$ cat src/dem_pkg.sv
// Package for the dual encoder multi-turn unwrapper.
// Widths, slice positions and the lane status struct. No dependencies.
package dem_pkg;

  localparam int unsigned WORD_W     = 32;  // packed sample word
  localparam int unsigned READ_WIDTH = 10;  // bits per encoder reading
  localparam int unsigned LOW_BIT_A  = 6;   // channel zero slice position
  localparam int unsigned LOW_BIT_B  = 22;  // channel one slice position
  localparam int unsigned TURN_W     = 22;  // turn counter, two's complement
  localparam int unsigned POS_W      = 32;  // position and delta width
  localparam int unsigned RD_OUT_W   = 10;  // reading field width on the port

  // Jump threshold: half the reading range
  localparam int unsigned HALF = 2 ** (READ_WIDTH - 1);

  typedef logic [READ_WIDTH-1:0] reading_t;
  typedef logic [TURN_W-1:0]     turn_t;
  typedef logic [POS_W-1:0]      pos_t;

  // Lane result for one sample
  typedef struct packed {
    pos_t pos;
    pos_t dlt;
  } lane_res_t;

endpackage

$ cat src/dem_ifs.sv
// Valid/ready channel interfaces of the encoder unwrapper.
// Depends on dem_pkg for field widths.

interface dem_in_if;
  logic                       valid;
  logic                       ready;
  logic [dem_pkg::WORD_W-1:0] raw_word;

  modport source (output valid, output raw_word, input ready);
  modport sink   (input valid, input raw_word, output ready);
endinterface

interface dem_out_if;
  logic                         valid;
  logic                         ready;
  logic signed [dem_pkg::POS_W-1:0] position_a;
  logic signed [dem_pkg::POS_W-1:0] position_b;
  logic signed [dem_pkg::POS_W-1:0] delta_a;
  logic signed [dem_pkg::POS_W-1:0] delta_b;
  logic [dem_pkg::RD_OUT_W-1:0]     reading_a;
  logic [dem_pkg::RD_OUT_W-1:0]     reading_b;

  modport source (output valid, output position_a, output position_b, output delta_a,
                  output delta_b, output reading_a, output reading_b, input ready);
  modport sink   (input valid, input position_a, input position_b, input delta_a,
                  input delta_b, input reading_a, input reading_b, output ready);
endinterface

interface dem_cfg_if;
  logic valid;
  logic ready;
  logic negate_second;

  modport source (output valid, output negate_second, input ready);
  modport sink   (input valid, input negate_second, output ready);
endinterface

$ cat src/dem_lane.sv
// One encoder channel: turn tracking, origin capture, position and delta.
// Depends on dem_pkg.
module dem_lane (
  input  logic               clk,
  input  logic               rst_n,
  input  logic               step,     // consume reading this cycle
  input  logic               first,    // first sample since reset
  input  dem_pkg::reading_t  reading,
  output dem_pkg::lane_res_t res
);

  dem_pkg::reading_t last_rd_r, last_rd_nxt;
  dem_pkg::turn_t    turn_r, turn_nxt;
  dem_pkg::pos_t     origin_r, origin_nxt;
  dem_pkg::pos_t     last_val_r, last_val_nxt;

  logic signed [dem_pkg::READ_WIDTH:0] change;
  dem_pkg::turn_t turn_new;
  dem_pkg::pos_t  turn_ext;
  dem_pkg::pos_t  val;

  always_comb begin
    change = $signed({1'b0, reading}) - $signed({1'b0, last_rd_r});
    // a jump above half range is a wrap in the other direction
    if (change > $signed((dem_pkg::READ_WIDTH+1)'(dem_pkg::HALF))) begin
      turn_new = turn_r - dem_pkg::TURN_W'(1);
    end else if (change < -$signed((dem_pkg::READ_WIDTH+1)'(dem_pkg::HALF))) begin
      turn_new = turn_r + dem_pkg::TURN_W'(1);
    end else begin
      turn_new = turn_r;
    end
    turn_ext = dem_pkg::POS_W'($signed(turn_new));
    val      = dem_pkg::POS_W'(reading) + (turn_ext << dem_pkg::READ_WIDTH);

    if (first) begin
      res.pos = '0;
      res.dlt = '0;
    end else begin
      res.pos = val - origin_r;
      res.dlt = val - last_val_r;  // equals pos minus previous pos
    end

    last_rd_nxt  = step ? reading  : last_rd_r;
    turn_nxt     = step ? turn_new : turn_r;
    last_val_nxt = step ? val      : last_val_r;
    origin_nxt   = (step && first) ? val : origin_r;
  end

  always_ff @(posedge clk) begin
    if (!rst_n) begin
      last_rd_r  <= '0;
      turn_r     <= '0;
      origin_r   <= '0;
      last_val_r <= '0;
    end else begin
      last_rd_r  <= last_rd_nxt;
      turn_r     <= turn_nxt;
      origin_r   <= origin_nxt;
      last_val_r <= last_val_nxt;
    end
  end

`ifndef NO_ASSERTIONS
  a_turn_unit_step: assert property (@(posedge clk) disable iff (!rst_n)
    step |=> (turn_r == $past(turn_r)) || (turn_r == $past(turn_r) + dem_pkg::TURN_W'(1))
             || (turn_r == $past(turn_r) - dem_pkg::TURN_W'(1)))
    else $error("turn counter moved by more than one");

  a_hold_when_idle: assert property (@(posedge clk) disable iff (!rst_n)
    !step |=> $stable(turn_r) && $stable(last_rd_r) && $stable(last_val_r))
    else $error("lane state changed without a sample");

  a_origin_capture: assert property (@(posedge clk) disable iff (!rst_n)
    (step && first) |=> (origin_r == last_val_r))
    else $error("origin not captured from first unwrapped value");
`endif

endmodule

$ cat src/dual_encoder_multiturn_unwrap.sv
// Top level of the dual encoder multi-turn unwrapper: input register,
// two unwrap lanes, result register. Depends on dem_pkg, dem_ifs, dem_lane.
//
//  channel  dir  payload                                   accepted when
//  in_ch    in   raw_word[31:0]                            valid && ready
//  out_ch   out  position_a/b, delta_a/b (s32), reading_a/b valid && ready
//  cfg_ch   in   negate_second                             valid && ready
//
// One word per cycle sustained while out_ch stays ready; a result passes
// through the input register, then the result register, before it is presented.
// Lane state (turn counter, last reading) is read and written in the one
// stage between those registers, so back-to-back words see each other's update.
// rst_n is synchronous: pipeline empties, lane state clears, negate_second = 1.
// A stall on out_ch holds the result; in_ch still takes one word into the
// input register, then drops ready until the result moves.
// cfg_ch is always ready; write it only while the pipeline is empty.
module dual_encoder_multiturn_unwrap (
  input  logic  clk,
  input  logic  rst_n,
  dem_in_if.sink    in_ch,
  dem_out_if.source out_ch,
  dem_cfg_if.sink   cfg_ch
);

  // input stage
  logic                       s1_v_r, s1_v_nxt;
  logic [dem_pkg::WORD_W-1:0] s1_word_r, s1_word_nxt;

  // result stage
  logic                         s2_v_r, s2_v_nxt;
  dem_pkg::pos_t                pos_a_r, pos_a_nxt, pos_b_r, pos_b_nxt;
  dem_pkg::pos_t                dlt_a_r, dlt_a_nxt, dlt_b_r, dlt_b_nxt;
  logic [dem_pkg::RD_OUT_W-1:0] rd_a_r, rd_a_nxt, rd_b_r, rd_b_nxt;

  logic started_r, started_nxt;
  logic negate_r, negate_nxt;

  logic adv;      // input word moves into the result register
  logic in_take;  // input word accepted
  dem_pkg::reading_t  rd_a, rd_b;
  dem_pkg::lane_res_t res_a, res_b;

  assign adv     = s1_v_r && (!s2_v_r || out_ch.ready);
  assign in_take = in_ch.valid && in_ch.ready;
  assign in_ch.ready  = !s1_v_r || adv;
  assign cfg_ch.ready = 1'b1;

  assign rd_a = s1_word_r[dem_pkg::LOW_BIT_A +: dem_pkg::READ_WIDTH];
  assign rd_b = s1_word_r[dem_pkg::LOW_BIT_B +: dem_pkg::READ_WIDTH];

  dem_lane u_lane_a (
    .clk     (clk),
    .rst_n   (rst_n),
    .step    (adv),
    .first   (!started_r),
    .reading (rd_a),
    .res     (res_a)
  );

  dem_lane u_lane_b (
    .clk     (clk),
    .rst_n   (rst_n),
    .step    (adv),
    .first   (!started_r),
    .reading (rd_b),
    .res     (res_b)
  );

  always_comb begin
    s1_v_nxt    = in_take ? 1'b1 : (adv ? 1'b0 : s1_v_r);
    s1_word_nxt = in_take ? in_ch.raw_word : s1_word_r;

    s2_v_nxt    = adv ? 1'b1 : ((s2_v_r && out_ch.ready) ? 1'b0 : s2_v_r);
    started_nxt = started_r || adv;
    negate_nxt  = (cfg_ch.valid && cfg_ch.ready) ? cfg_ch.negate_second : negate_r;

    pos_a_nxt = pos_a_r;
    pos_b_nxt = pos_b_r;
    dlt_a_nxt = dlt_a_r;
    dlt_b_nxt = dlt_b_r;
    rd_a_nxt  = rd_a_r;
    rd_b_nxt  = rd_b_r;
    if (adv) begin
      pos_a_nxt = res_a.pos;
      dlt_a_nxt = res_a.dlt;
      // channel one is reported with its sign flipped when asked
      pos_b_nxt = negate_r ? (dem_pkg::POS_W'(0) - res_b.pos) : res_b.pos;
      dlt_b_nxt = negate_r ? (dem_pkg::POS_W'(0) - res_b.dlt) : res_b.dlt;
      rd_a_nxt  = dem_pkg::RD_OUT_W'(rd_a);
      rd_b_nxt  = dem_pkg::RD_OUT_W'(rd_b);
    end
  end

  always_ff @(posedge clk) begin
    if (!rst_n) begin
      s1_v_r    <= 1'b0;
      s2_v_r    <= 1'b0;
      started_r <= 1'b0;
      negate_r  <= 1'b1;
    end else begin
      s1_v_r    <= s1_v_nxt;
      s2_v_r    <= s2_v_nxt;
      started_r <= started_nxt;
      negate_r  <= negate_nxt;
    end
  end

  // payload registers, no reset
  always_ff @(posedge clk) begin
    s1_word_r <= s1_word_nxt;
    pos_a_r   <= pos_a_nxt;
    pos_b_r   <= pos_b_nxt;
    dlt_a_r   <= dlt_a_nxt;
    dlt_b_r   <= dlt_b_nxt;
    rd_a_r    <= rd_a_nxt;
    rd_b_r    <= rd_b_nxt;
  end

  assign out_ch.valid      = s2_v_r;
  assign out_ch.position_a = $signed(pos_a_r);
  assign out_ch.position_b = $signed(pos_b_r);
  assign out_ch.delta_a    = $signed(dlt_a_r);
  assign out_ch.delta_b    = $signed(dlt_b_r);
  assign out_ch.reading_a  = rd_a_r;
  assign out_ch.reading_b  = rd_b_r;

`ifndef NO_ASSERTIONS
  a_first_result_zero: assert property (@(posedge clk) disable iff (!rst_n)
    (adv && !started_r) |=> (pos_a_r == '0) && (dlt_a_r == '0)
                            && (pos_b_r == '0) && (dlt_b_r == '0))
    else $error("first result not zero");

  a_adv_fills_result: assert property (@(posedge clk) disable iff (!rst_n)
    adv |=> out_ch.valid)
    else $error("advanced word did not reach the result register");

  a_ready_when_empty: assert property (@(posedge clk) disable iff (!rst_n)
    !s1_v_r |-> in_ch.ready)
    else $error("input not ready with empty input register");

  a_started_sticky: assert property (@(posedge clk) disable iff (!rst_n)
    started_r |=> started_r)
    else $error("started flag dropped without reset");
`endif

endmodule

$ cat src/flat_wrapper.sv
// flat-port wrapper written by rule: the top's interface ports become plain ports
module dual_encoder_multiturn_unwrap_flat 
  (clk, rst_n, in_ch_valid, in_ch_raw_word, in_ch_ready, out_ch_valid, out_ch_position_a, out_ch_position_b, out_ch_delta_a, out_ch_delta_b, out_ch_reading_a, out_ch_reading_b, out_ch_ready, cfg_ch_valid, cfg_ch_negate_second, cfg_ch_ready);
  dem_in_if in_ch_i ();
  dem_out_if out_ch_i ();
  dem_cfg_if cfg_ch_i ();
  input  logic clk;
  input  logic rst_n;
  input wire logic [$bits(in_ch_i.valid)-1:0] in_ch_valid;
  input wire logic [$bits(in_ch_i.raw_word)-1:0] in_ch_raw_word;
  output wire logic [$bits(in_ch_i.ready)-1:0] in_ch_ready;
  output wire logic [$bits(out_ch_i.valid)-1:0] out_ch_valid;
  output wire logic [$bits(out_ch_i.position_a)-1:0] out_ch_position_a;
  output wire logic [$bits(out_ch_i.position_b)-1:0] out_ch_position_b;
  output wire logic [$bits(out_ch_i.delta_a)-1:0] out_ch_delta_a;
  output wire logic [$bits(out_ch_i.delta_b)-1:0] out_ch_delta_b;
  output wire logic [$bits(out_ch_i.reading_a)-1:0] out_ch_reading_a;
  output wire logic [$bits(out_ch_i.reading_b)-1:0] out_ch_reading_b;
  input wire logic [$bits(out_ch_i.ready)-1:0] out_ch_ready;
  input wire logic [$bits(cfg_ch_i.valid)-1:0] cfg_ch_valid;
  input wire logic [$bits(cfg_ch_i.negate_second)-1:0] cfg_ch_negate_second;
  output wire logic [$bits(cfg_ch_i.ready)-1:0] cfg_ch_ready;
  assign in_ch_i.valid = in_ch_valid;
  assign in_ch_i.raw_word = in_ch_raw_word;
  assign in_ch_ready = in_ch_i.ready;
  assign out_ch_valid = out_ch_i.valid;
  assign out_ch_position_a = out_ch_i.position_a;
  assign out_ch_position_b = out_ch_i.position_b;
  assign out_ch_delta_a = out_ch_i.delta_a;
  assign out_ch_delta_b = out_ch_i.delta_b;
  assign out_ch_reading_a = out_ch_i.reading_a;
  assign out_ch_reading_b = out_ch_i.reading_b;
  assign out_ch_i.ready = out_ch_ready;
  assign cfg_ch_i.valid = cfg_ch_valid;
  assign cfg_ch_i.negate_second = cfg_ch_negate_second;
  assign cfg_ch_ready = cfg_ch_i.ready;
  dual_encoder_multiturn_unwrap u_core (.clk(clk), .rst_n(rst_n), .in_ch(in_ch_i), .out_ch(out_ch_i), .cfg_ch(cfg_ch_i));
endmodule
$ cat config.mk
export PLATFORM = sky130hd
export DESIGN_NAME = dual_encoder_multiturn_unwrap_flat
export DESIGN_NICKNAME = d
export VERILOG_FILES = /design/src/dem_pkg.sv /design/src/dem_ifs.sv /design/src/dem_lane.sv /design/src/dual_encoder_multiturn_unwrap.sv /design/src/flat_wrapper.sv
export SDC_FILE = /design/constraint.sdc
export NUM_CORES = 1
export LEC_CHECK = 0
export ABC_CLOCK_PERIOD_IN_PS = 7700
export BUFFER_PORTS_ARGS = -buffer_cell sky130_fd_sc_hd__buf_2
export CORE_ASPECT_RATIO = 1.75
export CORE_MARGIN = 2
export CORE_UTILIZATION = 49
export CTS_CLUSTER_SIZE = 8
export DETAILED_ROUTE_END_ITERATION = 6
export PLACE_DENSITY = 0.78
export REMOVE_ABC_BUFFERS = 1
export SYNTH_ARGS = -nofsm -noshare
export SYNTH_HDL_FRONTEND = slang
export SYNTH_SLANG_ARGS = --single-unit
export TNS_END_PERCENT = 10
$ cat constraint.sdc
create_clock -name clk -period 7.7 [get_ports clk]
set_input_delay 1.54 -clock clk [delete_from_list [all_inputs] [get_ports clk]]
set_output_delay 1.54 -clock clk [all_outputs]
set_load 0.05 [all_outputs]
==> impl_metrics.toml, run 1 <==
[place]
io_buffers = 175
place_area_um2 = 22400
place.gp.congestion = 0.974
dp_hpwl_um = 42100

[yosys]
synth_ff_type = "edfxtp_1"
synth-async-reset-ratio_pct = 0
yosys_register_bits = 300
syn_area_um2 = 21000
yosysSeqAreaShare_pct = 36.6
yosys_warnings = 0
syn_avg_cell_area_um2 = 8.49
synthCells = 2475
netlist-cell-type-count = 98
synth_edf_count = 168

[critical_path]
cp.required_ps = 7990
slowest_delay_ps = 660
cp_cell_sequence = "inv_1 -> ha_1 -> fa_1 -> nand2b_1 -> a21o_1 -> a221oi_1 -> o31a_1 -> and2_0 -> buf_4 -> nand4_1 -> o32ai_1 -> xnor2_1 -> ha_1 -> nand4_1 -> nor2_1 -> nand2_1 -> a211oi_1 -> o21ai_0 -> a31oi_1 -> or4bb_1 -> o41ai_2 -> xnor2_1"
cp-end-kind = "flop"
critPathTopFamily = "compound AO/OA/AOI/OAI gates"
worst-setup-path-type = "reg2reg"
cp-start-kind = "flop"
crit_slowest_cell = "a211oi_1"
crit_arrival_ps = 7550
critical_path_buf_inv_count = 2
crit_path_max_fanout = 9

[sta]
clock.fmax_mhz = 138
setup_viol = 0
finClkSkew_ps = 22.7
tightest_slew_ps = 1120
period_share_pct = 94.2
period_needed_ps = 7260
max_slew_margin_pct = 23.6
tns_ps = 0
rsz0062_at_grt = "no"
slew_viol_final = 0
hold_viol_final = 0

[floorplan]
die_w_um = 161
start_util_pct = 49.5
die_area_um2 = 44600
ioPinCount = 189
dieHeight_um = 278
placementRows = 100
coreArea_um2 = 42400

[clocking]
clockBufferDepth = 3
path_clk_slew_ps = 50
h-tree-depth = 2
cts.sinks = 300
post-cts-setup-buffers = 0
cts_tree = "yes"
root_buffer = "clkbuf_16"
clkLatencyLatePin_ps = 560
cts_resized = 0
cts_hold_buf = 0
cts_buffers = 43

[power]
power_density_nw_per_um2 = 332
power.leakage_uw = 0.00905
peakVddDrop_mv = 0.188

[final_layout]
area_growth_pct = 12.4
layout_commonest_cell = "nand2_1"
drive_gt1_share_pct = 11.5
final_cell_mix = "nand2_1, a21oi_1, nor2_1"
fin_area_um2 = 23600
antenna_cells = 0
fillers = 3769
final_nets = 2778

[drt]
drcViolationCount = 0
vias_per_cell = 5.93
drt_iter0_markers = 1093
wirelength_um = 57500
post_drt_wl_per_cell_um = 18.0
vias = 19000
dr.pass1.iters = 5
final_antenna_net_count = 0

[job]
drv_cap = 0

[global_route]
grtUsageTotal_pct = 25.0
met2_usage_pct = 49.3
antenna_found_initial = 0
grt_max_degree = 125
grt_use_met3_pct = 2.51
gr-max-usage-layer = "met2"
grt_pass1_wl_um = 91400
gr-total-overflow = 0
grt_pass1_vias = 18700
use_met1_pct = 24.7

[worst_hold_path]
holdCritPathClass = "reg2reg"

[status]
outcome = "completed"
[power breakdown]
part           switching, uW  total (uW)  internal [uW]
Clock                    731        1780           1050
Sequential              78.1        1970           1890
Combinational           2560        4080           1530
[path summary, 6_finish.rpt]
path | cells after the start | endpoint | slack, ps | start
hold reg to reg | 2 | u_core.u_lane_b.origin_r[23] | 450 | u_core.u_lane_b.origin_r[23]
hold / removal | 2 | u_core.u_lane_b.origin_r[23] | 450 | u_core.u_lane_b.origin_r[23]
setup reg to reg | 22 | u_core.out_ch.delta_b[31] | 440 | u_core.s1_word_r[22]
setup / recovery | 22 | u_core.out_ch.delta_b[31] | 440 | u_core.s1_word_r[22]
[layout make-up]
| cell class | count | area [um^2] | share of cell area, % |
|---|---|---|---|
| multi-input cells | 1886 | 12200 | 51.8 |
| flip-flops and latches | 300 | 7690 | 32.6 |
| clock buffers | 74 | 1190 | 5.05 |
| repair buffers | 199 | 1060 | 4.47 |
| well taps | 561 | 702 | 2.97 |
| inverters | 176 | 669 | 2.84 |
| clock inverters | 4 | 60.1 | 0.254 |
[cell families (layout without fill, tap and decap cells)]
kind of cell | count (synthesis) | after routing | share of synthesized area (%)
AO/OA/AOI/OAI | 695 | 695 | 22.3
flip-flops | 300 | 300 | 36.6
AND/OR/NAND/NOR | 888 | 888 | 20.6
buffers and inverters | 289 | 453 | 5.20
adder cells (fa/ha/maj) | 134 | 134 | 8.12
multiplexers | 14 | 14 | 0.673
other | 1 | 1 | 0.0178
XOR/XNOR | 154 | 154 | 6.49
[layer usage]
metal / vias up / part of all wire, %
li1: 9260 / -
met1: 8877 / 36
met4: 0 / 6.2
met2: 624 / 54
met3: 206 / 4.1
met5: - / 0
[through the flow]
step	setup slack (ps)	hold slack (ps)	power [uW]	instances	util, %
3_3_place_gp	641	441	5890	3122	52.7
4_1_cts	485	454	7810	3200	55.7
2_1_floorplan	-1680	436	5100	2362	-
3_5_place_dp	499	446	5990	3122	52.7
6_report	444	451	7840	3200	55.7
5_1_grt	93.0	468	8320	3200	55.7
[worst register-to-register path: cells and delay by family, from the launching register on]
| family | cells | cell delay, ps |
|---|---|---|
| simple gates | 7 | 1810 |
| compound gates | 8 | 3090 |
| buf+inv | 2 | 250 |
| flops | 1 | 380 |
| fa+ha+maj | 3 | 1150 |
| xor+xnor | 2 | 310 |
[state kept, by name, summed over array words and instances (netlist names)]
signal	flops
u_core.out_ch.delta_a	32
u_core.out_ch.delta_b	32
u_core.out_ch.position_a	32
u_core.out_ch.position_b	32
u_core.u_lane_a.origin_r	32
u_core.u_lane_b.origin_r	32
u_core.u_lane_a.turn_r	22
u_core.u_lane_b.turn_r	22
u_core.s1_word_r	20
u_core.out_ch.reading_a	10
u_core.out_ch.reading_b	10
u_core.u_lane_a.last_rd_r	9
u_core.u_lane_b.last_rd_r	9
u_core.negate_r	1
u_core.out_ch.valid	1
u_core.s1_v_r	1
u_core.started_r	1
u_core.u_lane_a.last_val_r	1
u_core.u_lane_b.last_val_r	1
[cell usage after synthesis, types with 33 or more instances]
cell type	number	area (um^2)
dfxtp_1	132	2640
nor3_1	74	370
or3_1	33	206
nor2_1	177	664
nand3_1	60	300
xnor2_1	115	1010
nand4_1	33	206
ha_1	130	1630
and3_1	34	213
a21o_1	57	428
xor2_1	38	333
clkbuf_1	96	360
nand2_1	300	1130
inv_1	175	657
a21oi_1	212	1060
o21ai_0	117	586
edfxtp_1	168	5040
No activity file was read; power rests on OpenSTA's default activity.
==> run 2: changes to the inputs <==
==> constraint.sdc (replaced) <==
create_clock -name clk -period 7.7 [get_ports clk]
set_input_delay 0.385 -clock clk [delete_from_list [all_inputs] [get_ports clk]]
set_output_delay 0.385 -clock clk [all_outputs]
set_load 0.05 [all_outputs]
==> run 2 against run 1 <==
Against the previous run: clock power is essentially flat; core utilization is 0.40 points higher; first-iteration DRC count up 6.3%; setup slack got worse by 48 ps; final area is 0.71% higher; sequential share of layout area decreased by 0.23 points; sequential power barely moved; clock skew is 2.2 ps higher; non-clock buffer count is 15 higher; largest power group unchanged.
==> impl_metrics.toml, run 2 (same netlist as run 1, synthesis figures left out) <==
[status]
outcome = "completed"

[global_route]
grt_pass1_wl_um = 92500
grt_pass1_vias = 18800
gr-total-overflow = 0
grt_max_degree = 131
grtUsageTotal_pct = 25.5
antenna_found_initial = 0

[sta]
period_needed_ps = 7300
tns_ps = 0
period_share_pct = 94.9
tightest_slew_ps = 1190
hold_viol_final = 0
max_slew_margin_pct = 18.6
clock.fmax_mhz = 137
setup_viol = 0
slew_viol_final = 0
rsz0062_at_grt = "no"
finClkSkew_ps = 24.9

[critical_path]
reg2reg_from = "u_core.s1_word_r[22]"
worst-setup-path-type = "reg2reg"
crit_start = "u_core.s1_word_r[22]"
crit_arrival_ps = 7670
crit_path_max_fanout = 9
worstRegToRegCells = 23
ff2ff_setup_slack_ps = 400
endpoint = "u_core.out_ch.position_b[31]"
cp-start-kind = "flop"
cp.required_ps = 8060
cp-end-kind = "flop"
worstReg2RegEnd = "u_core.out_ch.position_b[31]"

[final_layout]
final_cell_mix = "nand2_1, a21oi_1, nor2_1"
drive_gt1_share_pct = 11.3
final_nets = 2793
layout_commonest_cell = "nand2_1"
area_growth_pct = 13.2
final_cells = 3213
antenna_cells = 0

[job]
drv_cap = 0

[floorplan]
start_util_pct = 49.5
ioPinCount = 189
placementRows = 100
coreArea_um2 = 42400
die_w_um = 161
dieHeight_um = 278
die_area_um2 = 44600

[drt]
wirelength_um = 58400
dr.pass1.iters = 5
vias_per_cell = 5.92
vias = 19000
final_antenna_net_count = 0
drcViolationCount = 0
post_drt_wl_per_cell_um = 18.2
drt_iter0_markers = 1162

[clocking]
path_clk_slew_ps = 50
cts_buffers = 43
root_buffer = "clkbuf_16"
cts_tree = "yes"
clkLatencyLatePin_ps = 560
clockBufferDepth = 3
cts.sinks = 300
h-tree-depth = 2

[power]
power.leakage_uw = 0.00911
power_switching_uw = 3370
power_frac_comb_pct = 51.9
switching_share_pct = 42.9
p_clk_share_pct = 22.9
p_int_uw = 4490
p_seq_share_pct = 25.2
power_density_nw_per_um2 = 331
peakVddDrop_mv = 0.169

[place]
dp_hpwl_um = 42200
io_buffers = 175
place.gp.congestion = 0.981
placed_cells = 3120

[worst_hold_path]
holdCritPathClass = "in2reg"
min-delay-start = "in_ch_raw_word[13]"
## run 2: changes by cell type in the layout (fill, tap and decap cells not counted)
cell,before,now
clkbuf_16,43,44
clkbuf_1,31,29
buf_4,24,22
dlygate4sd3_1,0,17
clkinv_2,2,1
## run 2: per-layer routing
layer / wire [um] / track usage (%) / vias up
li1: - / - / 9290
met1: 20800 / 25.1 / 8948
met2: 31800 / 50.1 / 591
met3: 2410 / 2.72 / 203
met4: 3410 / 15.6 / 0
met5: 0 / 0 / -
## run 2: how the worst min path moves through the flow
| stage | cells past startpoint | end |
|---|---|---|
| 2_1_floorplan | 2 | u_core.u_lane_a.last_rd_r[2] |
| 3_3_place_gp | 2 | u_core.u_lane_a.origin_r[19] |
| 3_5_place_dp | 2 | u_core.u_lane_a.origin_r[2] |
| 4_1_cts | 1 | u_core.s1_word_r[13] |
| 5_1_grt | 1 | u_core.s1_word_r[13] |
| 6_report | 1 | u_core.s1_word_r[13] |
## run 2: final cells by class
| cell class | count | area [um^2] |
|---|---|---|
| clock buffer | 73 | 1210 |
| clock inverter | 3 | 55.1 |
| fill | 3729 | 18600 |
| inverter | 176 | 669 |
| multi-input combinational | 1886 | 12200 |
| sequential | 300 | 7690 |
| tap | 561 | 702 |
| timing repair buffer | 214 | 1210 |
## run 2: metrics by stage
step | worst slack (ps) | power [uW] | utilization (%) | hold slack, ps | instance area (um^2)
final | 396 | 7860 | 56.1 | 22.9 | 23800
after global routing | 102 | 8370 | 56.1 | 8.94 | 23800
after detailed placement | 511 | 5990 | 52.7 | 446 | 22300
after floorplan | -775 | 5100 | - | 436 | 20600
after CTS | 458 | 7840 | 56.1 | 2.22 | 23800
after global placement | 652 | 5880 | 52.7 | 441 | 22300
## run 2: what timing repair did
action / 4_1_cts / 5_1_grt
resized for setup: 0 / 0
hold endpoints to repair: 17 / 0
hold buffers: 17 / 0
buffers inserted: 0 / 0
endpoints found under the setup margin: 0 / 0
## run 2: power groups by stage
stage / combinational [uW] / clock (uW) / sequential [uW]
5_1_grt: 4480 / 1900 / 1990
3_5_place_dp: 3980 / 0 / 2010
4_1_cts: 4030 / 1830 / 1980
2_1_floorplan: 2820 / 0 / 2280
3_3_place_gp: 3880 / 0 / 2010
6_report: 4080 / 1800 / 1980
## run 2: worst max-delay path: stages (launching register included)
cell and delay (ps):
edfxtp_1 390, inv_1 80, ha_1 230, fa_1 430, nand2b_1 180, a21o_1 210
a311o_1 360, or3_4 350, or4_1 550, and2_1 310, mux2i_1 210, o31a_1 220
inv_1 90, ha_1 400, a21oi_1 240, o21bai_1 130, a2111oi_4 490, o31a_1 290
mux2i_1 180, a2111oi_2 450, nand3b_1 220, or3_1 540, o31a_1 290, o32ai_1 260
